===== config.mk =====
export PLATFORM = sky130hd
export DESIGN_NAME = ucmc_queue
export DESIGN_NICKNAME = d
export VERILOG_FILES = /design/src/sv/ucmc_pkg.sv /design/src/sv/ucmc_queue.sv
export SDC_FILE = /design/constraint.sdc
export NUM_CORES = 1
export LEC_CHECK = 0
export BUFFER_PORTS_ARGS = -buffer_cell sky130_fd_sc_hd__buf_2
export CORE_MARGIN = 2
export CORE_UTILIZATION = 40
export DETAILED_ROUTE_END_ITERATION = 10
export GPL_TIMING_DRIVEN = 0
export HOLD_SLACK_MARGIN = 0.02
export PLACE_DENSITY_LB_ADDON = 0.2
export RECOVER_POWER = 50
export SLEW_MARGIN = 15
export SYNTH_ARGS = -nofsm -noshare
export SYNTH_HDL_FRONTEND = slang
export SYNTH_SLANG_ARGS = --single-unit

===== constraint.sdc =====
create_clock -name clk -period 1.98 [get_ports clk]
set_clock_uncertainty 0.1 [all_clocks]
set_input_delay 0.396 -clock clk [delete_from_list [all_inputs] [get_ports clk]]
set_output_delay 0.396 -clock clk [all_outputs]
set_load 0.01 [all_outputs]

===== src/sv/ucmc_pkg.sv =====
// Shared constants, types and command tables for the motor command controller.
package ucmc_pkg;

  // Parser.
  localparam int LINE_CAPACITY = 31;
  localparam int POS_W         = $clog2(LINE_CAPACITY + 1);
  localparam int NUM_CMDS      = 5;
  localparam int CMD_TEXT_LEN  = 7;
  localparam int SPEED_W       = 7;
  localparam int ACC_EXT_W     = 10;
  localparam logic [POS_W-1:0]   DIGIT_START = POS_W'(7);
  localparam logic [SPEED_W-1:0] SPEED_MAX   = SPEED_W'(100);
  localparam logic [SPEED_W-1:0] SPEED_RESET = SPEED_W'(50);

  localparam int CMD_BUZZER = 0;
  localparam int CMD_MOTOR1 = 1;
  localparam int CMD_MOTOR2 = 2;
  localparam int CMD_SPEED1 = 3;
  localparam int CMD_SPEED2 = 4;

  localparam logic [7:0] CHAR_LF   = 8'h0A;
  localparam logic [7:0] CHAR_CR   = 8'h0D;
  localparam logic [7:0] CHAR_ZERO = 8'h30;
  localparam logic [7:0] CHAR_NINE = 8'h39;

  localparam logic [7:0] CMD_TEXT [NUM_CMDS][CMD_TEXT_LEN] = '{
    '{"b", "u", "z", "z", "e", "r", 8'h00},
    '{"m", "o", "t", "o", "r", "1", 8'h00},
    '{"m", "o", "t", "o", "r", "2", 8'h00},
    '{"s", "p", "e", "e", "d", "1", ":"},
    '{"s", "p", "e", "e", "d", "2", ":"}
  };
  localparam logic [POS_W-1:0] CMD_LEN [NUM_CMDS] = '{
    POS_W'(6), POS_W'(6), POS_W'(6), POS_W'(7), POS_W'(7)
  };

  // Item kinds.
  localparam logic [1:0] OP_UART    = 2'd0;
  localparam logic [1:0] OP_BUTTONS = 2'd1;
  localparam logic [1:0] OP_ECHO    = 2'd2;

  // Motor report codes.
  localparam logic [1:0] REP_NONE = 2'd0;
  localparam logic [1:0] REP_ON   = 2'd1;
  localparam logic [1:0] REP_OFF  = 2'd2;

  // Configuration register indexes.
  localparam logic [1:0] CFG_M1_FACTOR = 2'd0;
  localparam logic [1:0] CFG_M2_FACTOR = 2'd1;
  localparam logic [1:0] CFG_STOP_CM   = 2'd2;
  localparam logic [1:0] CFG_PERIOD    = 2'd3;

  localparam int FACTOR_W = 8;
  localparam int PERIOD_W = 16;
  localparam int CFG_W    = 16;

  // Distance: count*195/58000 = count*39/11600, and 11600 = 16*725.
  localparam int ECHO_W        = 24;
  localparam int ECHO_MUL      = 39;
  localparam int ECHO_X_W      = 30;
  localparam int ECHO_PRE      = 4;
  localparam int ECHO_SCALED_W = ECHO_X_W - ECHO_PRE;
  localparam int DIST_DIV      = 725;
  localparam int DIST_SHIFT    = 36;
  localparam int DIST_RECIP_W  = 27;
  localparam logic [DIST_RECIP_W-1:0] DIST_RECIP =
    DIST_RECIP_W'(((64'd1 << DIST_SHIFT) + 64'(DIST_DIV) - 64'd1) / 64'(DIST_DIV));
  localparam int DIST_PROD_W = ECHO_SCALED_W + DIST_RECIP_W;
  localparam int DIST_W      = 16;

  // Duty: period*speed*factor/1000 = ((period*sf) >> 3) / 125.
  localparam int SF_W         = SPEED_W + FACTOR_W;
  localparam int PS_FULL_W    = SF_W + PERIOD_W;
  localparam int DUTY_PRE     = 3;
  localparam int PS_W         = PS_FULL_W - DUTY_PRE;
  localparam int DUTY_DIV     = 125;
  localparam int DUTY_SHIFT   = 35;
  localparam int DUTY_RECIP_W = 29;
  localparam logic [DUTY_RECIP_W-1:0] DUTY_RECIP =
    DUTY_RECIP_W'(((64'd1 << DUTY_SHIFT) + 64'(DUTY_DIV) - 64'd1) / 64'(DUTY_DIV));
  localparam int DUTY_PROD_W  = PS_W + DUTY_RECIP_W;
  localparam int Q_W          = DUTY_PROD_W - DUTY_SHIFT;
  localparam int DUTY_W       = 16;

  // Queue between front and back.
  localparam int QUEUE_DEPTH = 4;
  localparam int QPTR_W      = $clog2(QUEUE_DEPTH);
  localparam int QCNT_W      = $clog2(QUEUE_DEPTH + 1);

  typedef struct packed {
    logic [FACTOR_W-1:0] m1_factor;
    logic [FACTOR_W-1:0] m2_factor;
    logic [7:0]          stop_cm;
    logic [PERIOD_W-1:0] period;
  } cfg_t;

  typedef struct packed {
    logic               tog1;
    logic               tog2;
    logic               buzz;
    logic               set1;
    logic               set2;
    logic [SPEED_W-1:0] speed_val;
    logic               dvalid;
  } action_t;

  typedef struct packed {
    action_t                  act;
    logic [ECHO_SCALED_W-1:0] echo_scaled;
  } front_item_t;

  typedef struct packed {
    action_t           act;
    logic [DIST_W-1:0] dist_cm;
  } queue_item_t;

  typedef struct packed {
    logic              run1;
    logic              run2;
    logic [1:0]        rep1;
    logic [1:0]        rep2;
    logic              buzz;
    logic              stop;
    logic              dvalid;
    logic [DIST_W-1:0] dist_cm;
  } flags_t;

  typedef struct packed {
    logic              motor1_enabled;
    logic              motor2_enabled;
    logic [DUTY_W-1:0] motor1_duty;
    logic [DUTY_W-1:0] motor2_duty;
    logic [1:0]        motor1_report;
    logic [1:0]        motor2_report;
    logic              buzzer_pulse;
    logic              collision_stop;
    logic              distance_valid;
    logic [DIST_W-1:0] distance_cm;
  } result_t;

endpackage


===== src/sv/ucmc_queue.sv =====
// Short register queue that decouples the front end from the back end.
module ucmc_queue import ucmc_pkg::*; (
  input  logic        clk,
  input  logic        rst_n,
  input  logic        push,
  input  queue_item_t push_item,
  output logic        full,
  input  logic        pop,
  output queue_item_t head,
  output logic        nonempty
);

  queue_item_t       mem_r [QUEUE_DEPTH];
  logic [QPTR_W-1:0] wr_ptr_r, rd_ptr_r;
  logic [QCNT_W-1:0] cnt_r, cnt_nxt;

  assign full     = cnt_r == QCNT_W'(QUEUE_DEPTH);
  assign nonempty = cnt_r != '0;
  assign head     = mem_r[rd_ptr_r];

  always_comb begin
    unique case ({push, pop})
      2'b10:   cnt_nxt = cnt_r + QCNT_W'(1);
      2'b01:   cnt_nxt = cnt_r - QCNT_W'(1);
      default: cnt_nxt = cnt_r;
    endcase
  end

  always_ff @(posedge clk) begin
    if (!rst_n) begin
      wr_ptr_r <= '0;
      rd_ptr_r <= '0;
      cnt_r    <= '0;
    end else begin
      if (push) begin
        wr_ptr_r <= wr_ptr_r + QPTR_W'(1);
      end
      if (pop) begin
        rd_ptr_r <= rd_ptr_r + QPTR_W'(1);
      end
      cnt_r <= cnt_nxt;
    end
  end

  always_ff @(posedge clk) begin
    if (push) begin
      mem_r[wr_ptr_r] <= push_item;
    end
  end

  a_no_overflow: assert property (@(posedge clk) disable iff (!rst_n)
    push |-> !full)
    else $error("push into a full queue");

  a_no_underflow: assert property (@(posedge clk) disable iff (!rst_n)
    pop |-> nonempty)
    else $error("pop from an empty queue");

  a_count_bound: assert property (@(posedge clk) disable iff (!rst_n)
    cnt_r <= QCNT_W'(QUEUE_DEPTH))
    else $error("queue count above depth");

endmodule


==> out/qor.yml <==
run_status:
  outcome: "complete, but fails checks"
  violations: "negative setup slack"
drt:
  drc: 0
  avgViaCountPerCell: 4.85
  wl_mm: 7.91
  drtIter0Drc: 94
  dr.pass1.iters: 4
  avgRoutedWirePerCell_um: 17.7
  vias: 2170
  ant_nets: 0
global_routing:
  grt_pass1_wl_mm: 12.4
  grt_use_total_pct: 14.0
  grt_pass1_vias: 2290
  overflow: 0
  antenna_found_initial: 0
  grt_max_degree: 26
setup_path:
  critPathTopFamily: "multiplexers"
  crit_chain: "buf_12 > buf_12 > buf_16 > mux4_2 > buf_6"
  crit_type: "register to primary output"
  rr_worst_depth: 5
  cp.depth: 5
  endpoint_kind: "primary output"
  cp_slowest_stage_delay_ns: 0.50
  required_ns: 1.48
  crit_arrival_ns: 1.73
  crit_path_start_kind: "register"
  critPathMaxFanout: 5
  crit_slowest_cell: "mux4_2"
  crit_buf_inv: 4
  crit_path_frequent_cell: "buf_12"
clock_network:
  clk_path_buf_depth: 2
  root_buffer: "clkbuf_16"
  clk_pin_slew_ns: 0.05
  cts_tree: "built"
  cts_made_buffers: 17
  insertion_delay_ns: 0.40
  cts_sinks: 125
  h-tree-depth: 4
placement:
  dp_slack_ns: -0.0342
  hpwl_mm: 4.83
  port_buffers: 63
  gp_congestion: 0.668
finish:
  fin_util_pct: 52.4
  syn_to_final_growth_pct: 28.3
  layout.nets: 330
  regArea_sq_mm: 0.00367
  drive_gt1_share_pct: 37.2
  fillers: 893
  multi_input_area_sq_um: 907
  diodes: 0
timing:
  worstMarginPinSlew_ns: 0.479
  setup_ws_ns: -0.244
  slew_viol_final: 0
  fin_setup_tns_ns: -5.36
  slew_headroom_pct: 68.1
  period_share_pct: 112
  rsz0062_at_grt: "yes"
  fin_crit_ns: 2.22
  fmax_mhz: 450
  hold_viol_final: 0
  setup-violations-final: 29
synth:
  syn_nets: 236
  ys_top_cells_by_count: "116 x edfxtp_1, 28 x mux4_2, 10 x and2_1"
  synth_cell_types: 22
  synthTopCellsByArea: "edfxtp_1 75%, mux4_2 14%, dfxtp_1 3.9%"
  synth_top_area_share_pct: 75.0
  syn_area_sq_mm: 0.00464
  synthFlopType: "edfxtp_1"
  ys_ff_latch: 125
  synth_edf_count: 116
  synth_most_common_cell: "edfxtp_1"
  synthArstFlopShare_pct: 0
  synth_top_area_cell: "edfxtp_1"
  ys_seq_area_share_pct: 78.9
  avgSynthCellArea_sq_um: 23.6
  synthCells: 197
  ys_warn_count: 0
min_path:
  hold_class: "primary input to register"
  hold_depth: 1
die:
  core_area_sq_mm: 0.0114
  start_util_pct: 40.8
  die_w_um: 112
  die_h_um: 112
  ios: 64
  die_area_sq_mm: 0.0125
  rows: 39
pwr:
  power_density_mw_per_mm2: 1090
  p_leak_nw: 2.04
  total_power_w: 0.00650
  vdd_ir_drop_max_mv: 0.610
run:
  maxCapViolations: 0
==> cell type report <==
type                    count  share of cell area [%]
plain buffers               5                    1.07
clock buffers              25                    8.34
clock inverters             7                   0.609
inverters                   6                   0.378
multi-input cells          60                    15.2
flip-flops and latches    125                    61.6
well taps                 143                    3.00
repair buffers             76                    9.81
==> worst paths after layout <==
path,endpoint,from,slack [ns]
worst max-delay path,head[9],register,-0.24
worst min-delay path,mem_r[3][26]$_DFFE_PP_,push_item[26],0.15
worst max register to register,cnt_r[2]$_SDFFE_PN0P_,cnt_r[1]$_SDFFE_PN0P_,0.32
worst min register to register,cnt_r[2]$_SDFFE_PN0P_,cnt_r[2]$_SDFFE_PN0P_,0.41
==> placed cells by master, fill, tap and decap left out <==
| cell type | n |
|---|---|
| edfxtp_1 | 116 |
| clkbuf_1 | 34 |
| mux4_2 | 29 |
| buf_2 | 24 |
| clkbuf_16 | 18 |
| buf_6 | 13 |
| dfxtp_1 | 8 |
| inv_1 | 6 |
| clkinv_2 | 6 |
| buf_12 | 5 |
| ha_1 | 5 |
| buf_16 | 5 |
| buf_4 | 4 |
| and2_2 | 4 |
| and2_0 | 4 |
| xor2_1 | 3 |
| or3_1 | 2 |
| xnor2_1 | 2 |
| and2_1 | 2 |
| nand2_1 | 2 |
| o21ai_0 | 2 |
| clkbuf_8 | 2 |
| clkbuf_2 | 1 |
| and3_1 | 1 |
| mux2i_1 | 1 |
| nor2b_1 | 1 |
| a21boi_0 | 1 |
| fa_1 | 1 |
| dfxtp_4 | 1 |
| inv_4 | 1 |
==> routing by layer <==
layer  track usage (%)  wire length (um)  vias to the layer above
met3              6.37               396                        7
met1              17.0              3390                     1106
met2              22.1              4030                       55
met4              5.43                86                        0
met5                 0                 0                        -
li1                  -                 -                     1002
==> sequential cells by signal, summed over array words and instances (netlist names), named ones only <==
signal	count
cnt_r	3
mem_r	116
rd_ptr_r	2
wr_ptr_r	2
==> cells by family (layout without fill, tap and decap cells) <==
kind of cell / count (synthesis) / after routing / share of synthesized area (%)
flip-flops: 125 / 125 / 78.9
buffers and inverters: 12 / 119 / 1.62
XOR/XNOR: 5 / 5 / 0.943
AND/OR/NAND/NOR: 16 / 16 / 2.05
multiplexers: 30 / 30 / 14.4
AO/OA/AOI/OAI: 3 / 3 / 0.377
adder cells (fa/ha/maj): 6 / 6 / 1.78
==> what timing repair did <==
action,in CTS,in global routing
resized for setup,20,6
endpoints found under the hold margin,0,0
setup endpoints to repair,29,29
gates cloned,2,0
hold buffers,0,0
setup buffers,7,0
==> power breakdown <==
group          internal, W  switching (W)
Combinational     0.000381       0.000326
Clock              0.00172       0.000998
Sequential         0.00303      0.0000363
==> per-stage QoR <==
stage / area, sq um / std cells / hold WS (ns)
after global routing: 5960 / 447 / 0.145
final: 5960 / 447 / 0.146
after floorplan: 4640 / 197 / 0.368
after CTS: 5980 / 448 / 0.0872
after global placement: 5140 / 403 / 0.384
after detailed placement: 5250 / 407 / 0.404
Power figures use the tool's default switching activity.
