[src/sv/ucmc_pkg.sv]
// Shared constants, types and command tables for the motor command controller.
package ucmc_pkg;

  // Parser.
  localparam int LINE_CAPACITY = 31;
  localparam int POS_W         = $clog2(LINE_CAPACITY + 1);
  localparam int NUM_CMDS      = 5;
  localparam int CMD_TEXT_LEN  = 7;
  localparam int SPEED_W       = 7;
  localparam int ACC_EXT_W     = 10;
  localparam logic [POS_W-1:0]   DIGIT_START = POS_W'(7);
  localparam logic [SPEED_W-1:0] SPEED_MAX   = SPEED_W'(100);
  localparam logic [SPEED_W-1:0] SPEED_RESET = SPEED_W'(50);

  localparam int CMD_BUZZER = 0;
  localparam int CMD_MOTOR1 = 1;
  localparam int CMD_MOTOR2 = 2;
  localparam int CMD_SPEED1 = 3;
  localparam int CMD_SPEED2 = 4;

  localparam logic [7:0] CHAR_LF   = 8'h0A;
  localparam logic [7:0] CHAR_CR   = 8'h0D;
  localparam logic [7:0] CHAR_ZERO = 8'h30;
  localparam logic [7:0] CHAR_NINE = 8'h39;

  localparam logic [7:0] CMD_TEXT [NUM_CMDS][CMD_TEXT_LEN] = '{
    '{"b", "u", "z", "z", "e", "r", 8'h00},
    '{"m", "o", "t", "o", "r", "1", 8'h00},
    '{"m", "o", "t", "o", "r", "2", 8'h00},
    '{"s", "p", "e", "e", "d", "1", ":"},
    '{"s", "p", "e", "e", "d", "2", ":"}
  };
  localparam logic [POS_W-1:0] CMD_LEN [NUM_CMDS] = '{
    POS_W'(6), POS_W'(6), POS_W'(6), POS_W'(7), POS_W'(7)
  };

  // Item kinds.
  localparam logic [1:0] OP_UART    = 2'd0;
  localparam logic [1:0] OP_BUTTONS = 2'd1;
  localparam logic [1:0] OP_ECHO    = 2'd2;

  // Motor report codes.
  localparam logic [1:0] REP_NONE = 2'd0;
  localparam logic [1:0] REP_ON   = 2'd1;
  localparam logic [1:0] REP_OFF  = 2'd2;

  // Configuration register indexes.
  localparam logic [1:0] CFG_M1_FACTOR = 2'd0;
  localparam logic [1:0] CFG_M2_FACTOR = 2'd1;
  localparam logic [1:0] CFG_STOP_CM   = 2'd2;
  localparam logic [1:0] CFG_PERIOD    = 2'd3;

  localparam int FACTOR_W = 8;
  localparam int PERIOD_W = 16;
  localparam int CFG_W    = 16;

  // Distance: count*195/58000 = count*39/11600, and 11600 = 16*725.
  localparam int ECHO_W        = 24;
  localparam int ECHO_MUL      = 39;
  localparam int ECHO_X_W      = 30;
  localparam int ECHO_PRE      = 4;
  localparam int ECHO_SCALED_W = ECHO_X_W - ECHO_PRE;
  localparam int DIST_DIV      = 725;
  localparam int DIST_SHIFT    = 36;
  localparam int DIST_RECIP_W  = 27;
  localparam logic [DIST_RECIP_W-1:0] DIST_RECIP =
    DIST_RECIP_W'(((64'd1 << DIST_SHIFT) + 64'(DIST_DIV) - 64'd1) / 64'(DIST_DIV));
  localparam int DIST_PROD_W = ECHO_SCALED_W + DIST_RECIP_W;
  localparam int DIST_W      = 16;

  // Duty: period*speed*factor/1000 = ((period*sf) >> 3) / 125.
  localparam int SF_W         = SPEED_W + FACTOR_W;
  localparam int PS_FULL_W    = SF_W + PERIOD_W;
  localparam int DUTY_PRE     = 3;
  localparam int PS_W         = PS_FULL_W - DUTY_PRE;
  localparam int DUTY_DIV     = 125;
  localparam int DUTY_SHIFT   = 35;
  localparam int DUTY_RECIP_W = 29;
  localparam logic [DUTY_RECIP_W-1:0] DUTY_RECIP =
    DUTY_RECIP_W'(((64'd1 << DUTY_SHIFT) + 64'(DUTY_DIV) - 64'd1) / 64'(DUTY_DIV));
  localparam int DUTY_PROD_W  = PS_W + DUTY_RECIP_W;
  localparam int Q_W          = DUTY_PROD_W - DUTY_SHIFT;
  localparam int DUTY_W       = 16;

  // Queue between front and back.
  localparam int QUEUE_DEPTH = 4;
  localparam int QPTR_W      = $clog2(QUEUE_DEPTH);
  localparam int QCNT_W      = $clog2(QUEUE_DEPTH + 1);

  typedef struct packed {
    logic [FACTOR_W-1:0] m1_factor;
    logic [FACTOR_W-1:0] m2_factor;
    logic [7:0]          stop_cm;
    logic [PERIOD_W-1:0] period;
  } cfg_t;

  typedef struct packed {
    logic               tog1;
    logic               tog2;
    logic               buzz;
    logic               set1;
    logic               set2;
    logic [SPEED_W-1:0] speed_val;
    logic               dvalid;
  } action_t;

  typedef struct packed {
    action_t                  act;
    logic [ECHO_SCALED_W-1:0] echo_scaled;
  } front_item_t;

  typedef struct packed {
    action_t           act;
    logic [DIST_W-1:0] dist_cm;
  } queue_item_t;

  typedef struct packed {
    logic              run1;
    logic              run2;
    logic [1:0]        rep1;
    logic [1:0]        rep2;
    logic              buzz;
    logic              stop;
    logic              dvalid;
    logic [DIST_W-1:0] dist_cm;
  } flags_t;

  typedef struct packed {
    logic              motor1_enabled;
    logic              motor2_enabled;
    logic [DUTY_W-1:0] motor1_duty;
    logic [DUTY_W-1:0] motor2_duty;
    logic [1:0]        motor1_report;
    logic [1:0]        motor2_report;
    logic              buzzer_pulse;
    logic              collision_stop;
    logic              distance_valid;
    logic [DIST_W-1:0] distance_cm;
  } result_t;

endpackage

[src/sv/ucmc_front.sv]
// Front end: accepts requests, runs the line parser and button edge logic, scales echo counts.
module ucmc_front import ucmc_pkg::*; (
  input  logic              clk,
  input  logic              rst_n,
  input  logic              in_valid,
  output logic              in_ready,
  input  logic [1:0]        op,
  input  logic [7:0]        rx_byte,
  input  logic              button1_level,
  input  logic              button2_level,
  input  logic [ECHO_W-1:0] echo_count,
  output logic              q_push,
  output queue_item_t       q_item,
  input  logic              q_full
);

  logic [POS_W-1:0]    pos_r, pos_nxt;
  logic [NUM_CMDS-1:0] cand_r, cand_nxt;
  logic [SPEED_W-1:0]  acc_r, acc_nxt;
  logic                ended_r, ended_nxt;
  logic                btn1_prev_r, btn1_prev_nxt;
  logic                btn2_prev_r, btn2_prev_nxt;
  logic                s1_valid_r;
  front_item_t         s1_r, s1_nxt;
  logic                accept;
  logic [NUM_CMDS-1:0] fire;
  logic [ACC_EXT_W-1:0] acc_ext;
  logic [ECHO_X_W-1:0]  echo_x;
  logic [DIST_PROD_W-1:0] dist_prod;

  assign in_ready = !s1_valid_r || !q_full;
  assign accept   = in_valid && in_ready;
  assign q_push   = s1_valid_r && !q_full;

  assign acc_ext = ACC_EXT_W'(acc_r) * ACC_EXT_W'(10) + ACC_EXT_W'(rx_byte[3:0]);
  assign echo_x  = ECHO_X_W'(echo_count) * ECHO_X_W'(ECHO_MUL);

  always_comb begin
    pos_nxt       = pos_r;
    cand_nxt      = cand_r;
    acc_nxt       = acc_r;
    ended_nxt     = ended_r;
    btn1_prev_nxt = btn1_prev_r;
    btn2_prev_nxt = btn2_prev_r;
    s1_nxt        = '0;
    for (int k = 0; k < NUM_CMDS; k++) begin
      fire[k] = cand_r[k] && (pos_r >= CMD_LEN[k]);
    end
    unique case (op)
      OP_UART: begin
        if (rx_byte == CHAR_LF) begin
          s1_nxt.act.buzz      = fire[CMD_BUZZER];
          s1_nxt.act.tog1      = fire[CMD_MOTOR1];
          s1_nxt.act.tog2      = fire[CMD_MOTOR2];
          s1_nxt.act.set1      = fire[CMD_SPEED1];
          s1_nxt.act.set2      = fire[CMD_SPEED2];
          s1_nxt.act.speed_val = acc_r;
          pos_nxt   = '0;
          cand_nxt  = '1;
          acc_nxt   = '0;
          ended_nxt = 1'b0;
        end else if (rx_byte != CHAR_CR && pos_r < POS_W'(LINE_CAPACITY)) begin
          for (int k = 0; k < NUM_CMDS; k++) begin
            if (pos_r < CMD_LEN[k] && rx_byte != CMD_TEXT[k][pos_r[2:0]]) begin
              cand_nxt[k] = 1'b0;
            end
          end
          if (pos_r >= DIGIT_START && !ended_r) begin
            if (rx_byte >= CHAR_ZERO && rx_byte <= CHAR_NINE) begin
              acc_nxt = (acc_ext > ACC_EXT_W'(SPEED_MAX)) ? SPEED_MAX : acc_ext[SPEED_W-1:0];
            end else begin
              ended_nxt = 1'b1;
            end
          end
          pos_nxt = pos_r + POS_W'(1);
        end
      end
      OP_BUTTONS: begin
        s1_nxt.act.tog1 = !button1_level && btn1_prev_r;
        s1_nxt.act.tog2 = !button2_level && btn2_prev_r;
        btn1_prev_nxt   = button1_level;
        btn2_prev_nxt   = button2_level;
      end
      OP_ECHO: begin
        s1_nxt.act.dvalid  = 1'b1;
        s1_nxt.echo_scaled = echo_x[ECHO_X_W-1:ECHO_PRE];
      end
      default: begin
        s1_nxt = '0;
      end
    endcase
  end

  always_ff @(posedge clk) begin
    if (!rst_n) begin
      pos_r       <= '0;
      cand_r      <= '1;
      acc_r       <= '0;
      ended_r     <= 1'b0;
      btn1_prev_r <= 1'b1;
      btn2_prev_r <= 1'b1;
      s1_valid_r  <= 1'b0;
    end else begin
      if (accept) begin
        pos_r       <= pos_nxt;
        cand_r      <= cand_nxt;
        acc_r       <= acc_nxt;
        ended_r     <= ended_nxt;
        btn1_prev_r <= btn1_prev_nxt;
        btn2_prev_r <= btn2_prev_nxt;
        s1_valid_r  <= 1'b1;
      end else if (q_push) begin
        s1_valid_r  <= 1'b0;
      end
    end
  end

  always_ff @(posedge clk) begin
    if (accept) begin
      s1_r <= s1_nxt;
    end
  end

  // Reciprocal multiply finishes the division by 725; the queue entry registers it.
  assign dist_prod      = DIST_PROD_W'(s1_r.echo_scaled) * DIST_PROD_W'(DIST_RECIP);
  assign q_item.act     = s1_r.act;
  assign q_item.dist_cm = dist_prod[DIST_SHIFT +: DIST_W];

  a_pos_in_range: assert property (@(posedge clk) disable iff (!rst_n)
    pos_r <= POS_W'(LINE_CAPACITY))
    else $error("line position passed capacity");

  a_acc_saturated: assert property (@(posedge clk) disable iff (!rst_n)
    acc_r <= SPEED_MAX)
    else $error("digit accumulator above saturation value");

  a_newline_clears: assert property (@(posedge clk) disable iff (!rst_n)
    accept && op == OP_UART && rx_byte == CHAR_LF
    |=> pos_r == '0 && cand_r == '1 && acc_r == '0 && !ended_r)
    else $error("parser not cleared after newline");

endmodule

[config.mk]
export PLATFORM = sky130hd
export DESIGN_NAME = ucmc_front
export DESIGN_NICKNAME = d
export VERILOG_FILES = /design/src/sv/ucmc_pkg.sv /design/src/sv/ucmc_front.sv
export SDC_FILE = /design/constraint.sdc
export NUM_CORES = 1
export LEC_CHECK = 0
export ABC_AREA = 1
export BUFFER_PORTS_ARGS = -buffer_cell sky130_fd_sc_hd__clkbuf_2
export CORE_MARGIN = 3
export CORE_UTILIZATION = 60
export CTS_CLUSTER_SIZE = 24
export DETAILED_ROUTE_END_ITERATION = 10
export MAX_ROUTING_LAYER = met4
export PLACE_DENSITY = 0.79
export SLEW_MARGIN = 20
export SYNTH_ARGS = -nofsm -noshare
export SYNTH_HDL_FRONTEND = slang
export SYNTH_SLANG_ARGS = --single-unit
[constraint.sdc]
create_clock -name clk -period 7.6 [get_ports clk]
set_clock_uncertainty 0.05 [all_clocks]
set_input_delay 0.76 -clock clk [delete_from_list [all_inputs] [get_ports clk]]
set_output_delay 0.76 -clock clk [all_outputs]
set_load 0.01 [all_outputs]
==> out/metrics.csv, run 1 <==
metric;value;unit
GR peak layer;met2;
max-slew violations;0;
H-tree levels;3;
final instance area;21000;µm²
crit path cell chain;buf_4 > inv_1 > fa_1 > inv_1 > ha_1 > inv_1 > fa_1 > inv_1 > fa_1 > fa_1 > fa_1 > inv_1 > fa_1 > inv_1 > ha_1 > nand2_1 > inv_1 > a21oi_1 > o21ai_1 > a21oi_1 > nand3_1 > xor2_1 > clkbuf_2;
R2R Setup Slk;4880;ps
Worst Hold Slack;396;ps
warnings from Yosys;0;
#FFs+latches synth;60;
Startpoint Class;flop;
total gr overflow;0;
worst r2r path cells;14;
drt first-iter violations;781;
Synth-to-Final Area Change;5.92;%
clock tree buffer depth;2;
Via Count;15500;
die area;35300;µm²
CP peak stage delay;570;ps
Avg Cell Area, Syn;8.36;µm²
CTS Sinks;60;
drt wl/cell;17.1;µm
Worst-Skew Late Latency;340;ps
Max Cap Violations;0;
Synth async-reset ratio;0;%
Mapped Cells;2375;
CTS buffer count;9;
M2 GR Usage;51.1;%
Most common cell on crit path;inv_1;
crit end category;output port;
Mapped Area;19800;µm²
drt first pass iters;5;
area post-placement;20600;µm²
final WL;49500;µm
period utilization;95.9;%
status;complete, no violations;
Setup Viol. Count Final;0;
worst hold path type;flop to flop;
most frequent cells in the layout;inv_1, ha_1, fa_1;
largest cells by area after synthesis;fa_1, ha_1, inv_1;
CTS Root Cell;clkbuf_16;
layout cell share with drive strength beyond 1;6.08;%
Yosys top cell area share;33.3;%
final hold violation count;0;
CP max stage cell;fa_1;
top_reg_cell synth;edfxtp_1;
Total Nets Final;3168;
Residual DRC;0;
largest net degree at the start of global routing;36;
Reg area;1590;µm²
sequential share of the synthesized area;8.02;%
worst-margin pin slew;774;ps
overall global routing resource usage;30.2;%
Initial Util;61.9;%
met3 Use GR;3.83;%
Die W;188;µm
Post-Layout Cell Count;2887;
Critical path buffers and inverters;9;
Post-synth EDFFs;39;
vias in the first global route;16800;
clock slew at reported path FFs;60;ps
placed cells;2866;
Final min period;7290;ps
commonest non-fill, non-tap cell in the layout;inv_1;
crit path capture;q_item[8];
port bufs;70;
Die Y;188;µm
first-pass GRT wire length;83000;µm
Antenna Nets Post-Route;0;
# rows;65;
crit path DAT;6480;ps
largest fanout on the critical path;10;
CTS tree;yes;
diode count;0;
GR Layer Usage met1;37.1;%
Detailed Place HPWL;43900;µm
Layout fillers;2736;
IO Pins;71;
slew margin rel.;48.4;%
Crit path depth;23;
syn nets;3096;
Max Freq;137;MHz
multi-input logic area;15400;µm²
cell taking the most area after synthesis;fa_1;
core area;32000;µm²
GPL Wtd Cong;1.04;
Vias/cell;5.36;
synth unique cells;44;
RSZ-0062 raised after global routing;false;
initial antenna violation count;0;
CP top delay family;adder cells;
capturing point of the worst reg2reg path;acc_r[2];
class of the most critical setup path;flop to output port;
Required @ worst endpoint;6790;ps
TNS Setup;0;ps
Critical R2R Launch;acc_r[1];
crit path from;s1_r[22];
==> flip-flops by register name (all words and copies together), names as in the netlist <==
register and count:
btn2_prev_r 1, s1_r 26, acc_r 7, s1_valid_r 1
pos_r 5, ended_r 1, cand_r 5, btn1_prev_r 1
q_item 13
==> through the flow <==
step,util [%],worst slack [ps]
after floorplan,-,1090
after global placement,64.4,539
after detailed placement,64.4,470
after CTS,65.5,99.8
after global routing,65.6,20.9
final,65.6,311
==> metal layers <==
layer | routed length [µm] | share of wire, %
met5 | 0 | 0
met4 | 2180 | 4.4
met3 | 2540 | 5.1
met2 | 24100 | 49
met1 | 20700 | 42
==> synth_stat cells, drive strengths merged (4+ instances only) <==
cell type,number
fa,330
ha,351
nor2,154
a21o,13
nor3,18
nand3,71
xnor2,5
o21bai,11
o21a,7
nand4,26
inv,680
a21oi,138
nand3b,5
dfxtp,21
xor2,36
buf,34
edfxtp,39
o21ai,101
nand2,315
nor4,5
o211ai,4
==> cell type report <==
type	instances	area share (%)
Clock inverter	5	0.310
Inverter	682	12.2
Tap cell	435	2.59
Sequential cell	60	7.57
Timing Repair Buffer	97	2.63
Multi-Input combinational cell	1597	73.4
Clock buffer	11	1.26
==> worst min path at each step <==
stage | startpoint | end | slack, ps | cells past startpoint
CTS | cand_r[1] | cand_r[1] | 400 | 2
floorplan | cand_r[0] | cand_r[0] | 370 | 2
global placement | cand_r[1] | cand_r[1] | 380 | 2
finish | cand_r[1] | cand_r[1] | 400 | 2
global route | cand_r[4] | cand_r[4] | 420 | 2
detailed placement | cand_r[1] | cand_r[1] | 380 | 2
==> cell families after synthesis <==
| group | after synthesis | share of synthesized area, % |
|---|---|---|
| simple gates | 595 | 12.9 |
| fa+ha+maj | 681 | 55.4 |
| buf+inv | 718 | 14.2 |
| compound gates | 280 | 7.65 |
| xor+xnor | 41 | 1.85 |
| flops | 60 | 8.02 |
==> worst reg2reg max path: cells and delay by family (launching register included) <==
family | cells | cell delay, ps
compound gates | 1 | 70
simple gates | 8 | 840
buf+inv | 2 | 230
flops | 1 | 480
fa+ha+maj | 3 | 950
==> repair_timing <==
action / in CTS / in global routing
hold endpoints to repair: 0 / 0
buffers inserted: 0 / 5
hold buffers: 0 / 0
setup endpoints to repair: 0 / 13
resized for setup: 0 / 5
Power of run 1 is left out: the tool's default activity adds up to more than one toggle a clock period on the data nets, which glitch-free logic cannot reach.
==> run 2: changes to the inputs <==
--- a/config.mk
+++ b/config.mk
@@ -5,7 +5,6 @@
 export SDC_FILE = /design/constraint.sdc
 export NUM_CORES = 1
 export LEC_CHECK = 0
-export ABC_AREA = 1
 export BUFFER_PORTS_ARGS = -buffer_cell sky130_fd_sc_hd__clkbuf_2
 export CORE_MARGIN = 3
 export CORE_UTILIZATION = 60
==> run 2 against run 1 <==
Against the previous run:
- utilization increased by 1.4 points
- the run now ends with setup timing left
- first-iteration DRC count is 12% lower
- critical path type unchanged
- sequential cell count unchanged
- clock-buffer cell count rose by 4
- critical endpoint unchanged
- via count decreased by 16%
- maximum frequency decreased by 4.7%
- area after synthesis fell by 7.4%
- non-clock buffer count is 47 higher
==> out/metrics.csv, run 2 <==
metric;value;unit
CP peak stage delay;560;ps
slew margin rel.;41.4;%
first-pass GRT wire length;69400;µm
IO Pins;71;
CP top delay family;adder cells;
post-synthesis compound-gate area fraction;8.27;%
drt first pass iters;5;
port bufs;70;
Synth Area in XOR/XNOR;3.48;%
clock tree buffer depth;2;
worst r2r path cells;12;
crit path from;s1_r[13];
Synth-to-Final Area Change;9.02;%
vias in the first global route;14200;
final hold violation count;0;
Synth Area in Simple Gates;6.43;%
largest net degree at the start of global routing;44;
sequential share of the synthesized area;8.66;%
failing checks;setup timing;
Antenna Nets Post-Route;0;
Mapped Area;18400;µm²
class of the most critical setup path;flop to output port;
most frequent cell after synthesis;inv_1;
Detailed Place HPWL;35100;µm
Total Nets Final;2707;
overall global routing resource usage;26.8;%
Worst-Skew Late Latency;330;ps
period utilization;101;%
largest cells by area after synthesis;fa_1, ha_1, inv_1;
Max Cap Violations;0;
Via Count;12900;
commonest non-fill, non-tap cell in the layout;inv_1;
post-route setup slack;-46.0;ps
CTS tree;yes;
H-tree levels;3;
largest fanout on the critical path;3;
Worst Hold Path Cells;2;
CTS Root Cell;clkbuf_16;
crit path capture;q_item[8];
Critical R2R Launch;acc_r[1];
crit path DAT;6840;ps
status;finished with violations;
max FFs per register;26;
initial antenna violation count;1;
RSZ-0062 raised after global routing;true;
Post-synth EDFFs;39;
total gr overflow;0;
CP max stage cell;fa_2;
#FFs+latches synth;60;
layout cell share with drive strength beyond 1;12.0;%
worst hold path type;flop to flop;
syn nets;2602;
die area;32800;µm²
Residual DRC;0;
Die Y;181;µm
Top reg by flops;s1_r;
Vias/cell;5.43;
drt first-iter violations;690;
GPL Wtd Cong;0.973;
Max Freq;131;MHz
final WL;40900;µm
Setup Viol. Count Final;2;
Post-Synth Adder-Cell Area;59.9;%
CTS buffer count;9;
most instantiated cells after synthesis;inv_1, ha_1, fa_1, a21oi_1, nor2_1;
R2R Setup Slk;4440;ps
top_reg_cell synth;edfxtp_1;
Die W;181;µm
core area;29900;µm²
Synth async-reset ratio;0;%
Mapped Cells;1881;
worst-margin pin slew;880;ps
Startpoint Class;flop;
largest family of logic cells by synthesized area;adder cells;
Initial Util;61.5;%
cell taking the most area after synthesis;fa_1;
multiplexer share of the synthesized area;0.116;%
Required @ worst endpoint;6790;ps
clock slew at reported path FFs;50;ps
most frequent cells in the layout;inv_1, ha_1, fa_1;
Most common cell on crit path;fa_1;
Final min period;7650;ps
max-slew violations;0;
crit end category;output port;
Critical path buffers and inverters;7;
Crit path depth;24;
TNS Setup;-69.7;ps
crit path cell chain;inv_2 > buf_4 > fa_1 > inv_2 > fa_1 > fa_2 > fa_1 > fa_1 > fa_1 > inv_1 > fa_1 > inv_2 > ha_4 > a21o_1 > a21oi_2 > nand3_2 > a2111oi_4 > buf_4 > a211o_1 > nand2_2 > a211o_1 > a21oi_2 > xnor2_1 > buf_2;
drt wl/cell;17.2;µm
Yosys top cell area share;36.0;%
synth unique cells;69;
Avg Cell Area, Syn;9.77;µm²
warnings from Yosys;0;
CTS Sinks;60;
# rows;63;
capturing point of the worst reg2reg path;acc_r[1];
==> run 2: changes by cell type in the layout (fill, tap and decap cells not counted), sizes merged, moves of 15 or more <==
| cell | before | now |
|---|---|---|
| nand2 | 315 | 50 |
| inv | 682 | 560 |
| and3 | 0 | 15 |
| buf | 27 | 83 |
| nand4 | 26 | 11 |
| a21oi | 138 | 71 |
| nor2 | 154 | 58 |
| xnor2 | 5 | 40 |
| a21o | 13 | 35 |
| nand3 | 71 | 14 |
| o21ai | 101 | 45 |
| and2 | 0 | 15 |
==> run 2: metal layers <==
metal / global-route usage (%) / up-vias / wire length (µm)
met1: 34.9 / 6388 / 17500
met4: 7.19 / 0 / 1270
met2: 44.1 / 351 / 19900
li1: - / 6110 / -
met5: - / - / 0
met3: 4.09 / 88 / 2260
==> run 2: timing repair <==
item	in CTS	in global routing
cloned	0	0
setup buffers	16	23
endpoints found under the hold margin	0	0
resized for setup	31	53
setup endpoints to repair	11	15
pin swaps	35	43
hold buffers	0	0
==> run 2: cells by family after synthesis <==
group,count (synthesis)
and+or+nand+nor,226
DFF,60
xor gates and xnor gates,73
AOI/OAI and AO/OA,229
adders and majority gates,681
muxes,2
buffers and inverters,610
==> run 2: worst min path at each step <==
| stage | from | to |
|---|---|---|
| 2_1_floorplan | cand_r[0] | cand_r[0] |
| 3_3_place_gp | cand_r[4] | cand_r[4] |
| 3_5_place_dp | cand_r[3] | cand_r[3] |
| 4_1_cts | cand_r[3] | cand_r[3] |
| 5_1_grt | cand_r[3] | cand_r[3] |
| 6_report | cand_r[3] | cand_r[3] |
==> run 2: cell type report <==
cell class | instances | area, µm²
multi-input combinational | 1211 | 14600
fill | 2190 | 9840
inverter | 560 | 2100
sequential | 60 | 1590
timing repair buffer | 144 | 913
tap | 390 | 488
clock buffer | 15 | 310
clock inverter | 1 | 8.76
antenna | 1 | 2.50
==> run 2: through the flow <==
step	setup WS [ps]	hold WS, ps	area [µm²]	utilization, %	std cells
5_1_grt	-272	450	20000	67.0	2382
3_5_place_dp	90.1	405	19200	64.2	2329
6_report	-46.0	418	20000	67.0	2382
2_1_floorplan	380	385	18400	-	1881
3_3_place_gp	221	400	19200	64.2	2329
4_1_cts	2.24	413	19700	65.9	2361
==> run 2: worst register-to-register path, cell delays in order, from the launching register on <==
cell and delay [ps]:
dfxtp_1 370, ha_1 320, ha_1 170, inv_1 60
fa_1 470, xor2_1 210, nor3_1 220, and2_1 180
a21oi_1 60, or3_1 310, a21oi_1 350, nand3_1 170
o21ai_0 160
Power of run 2 is left out for the same reason.
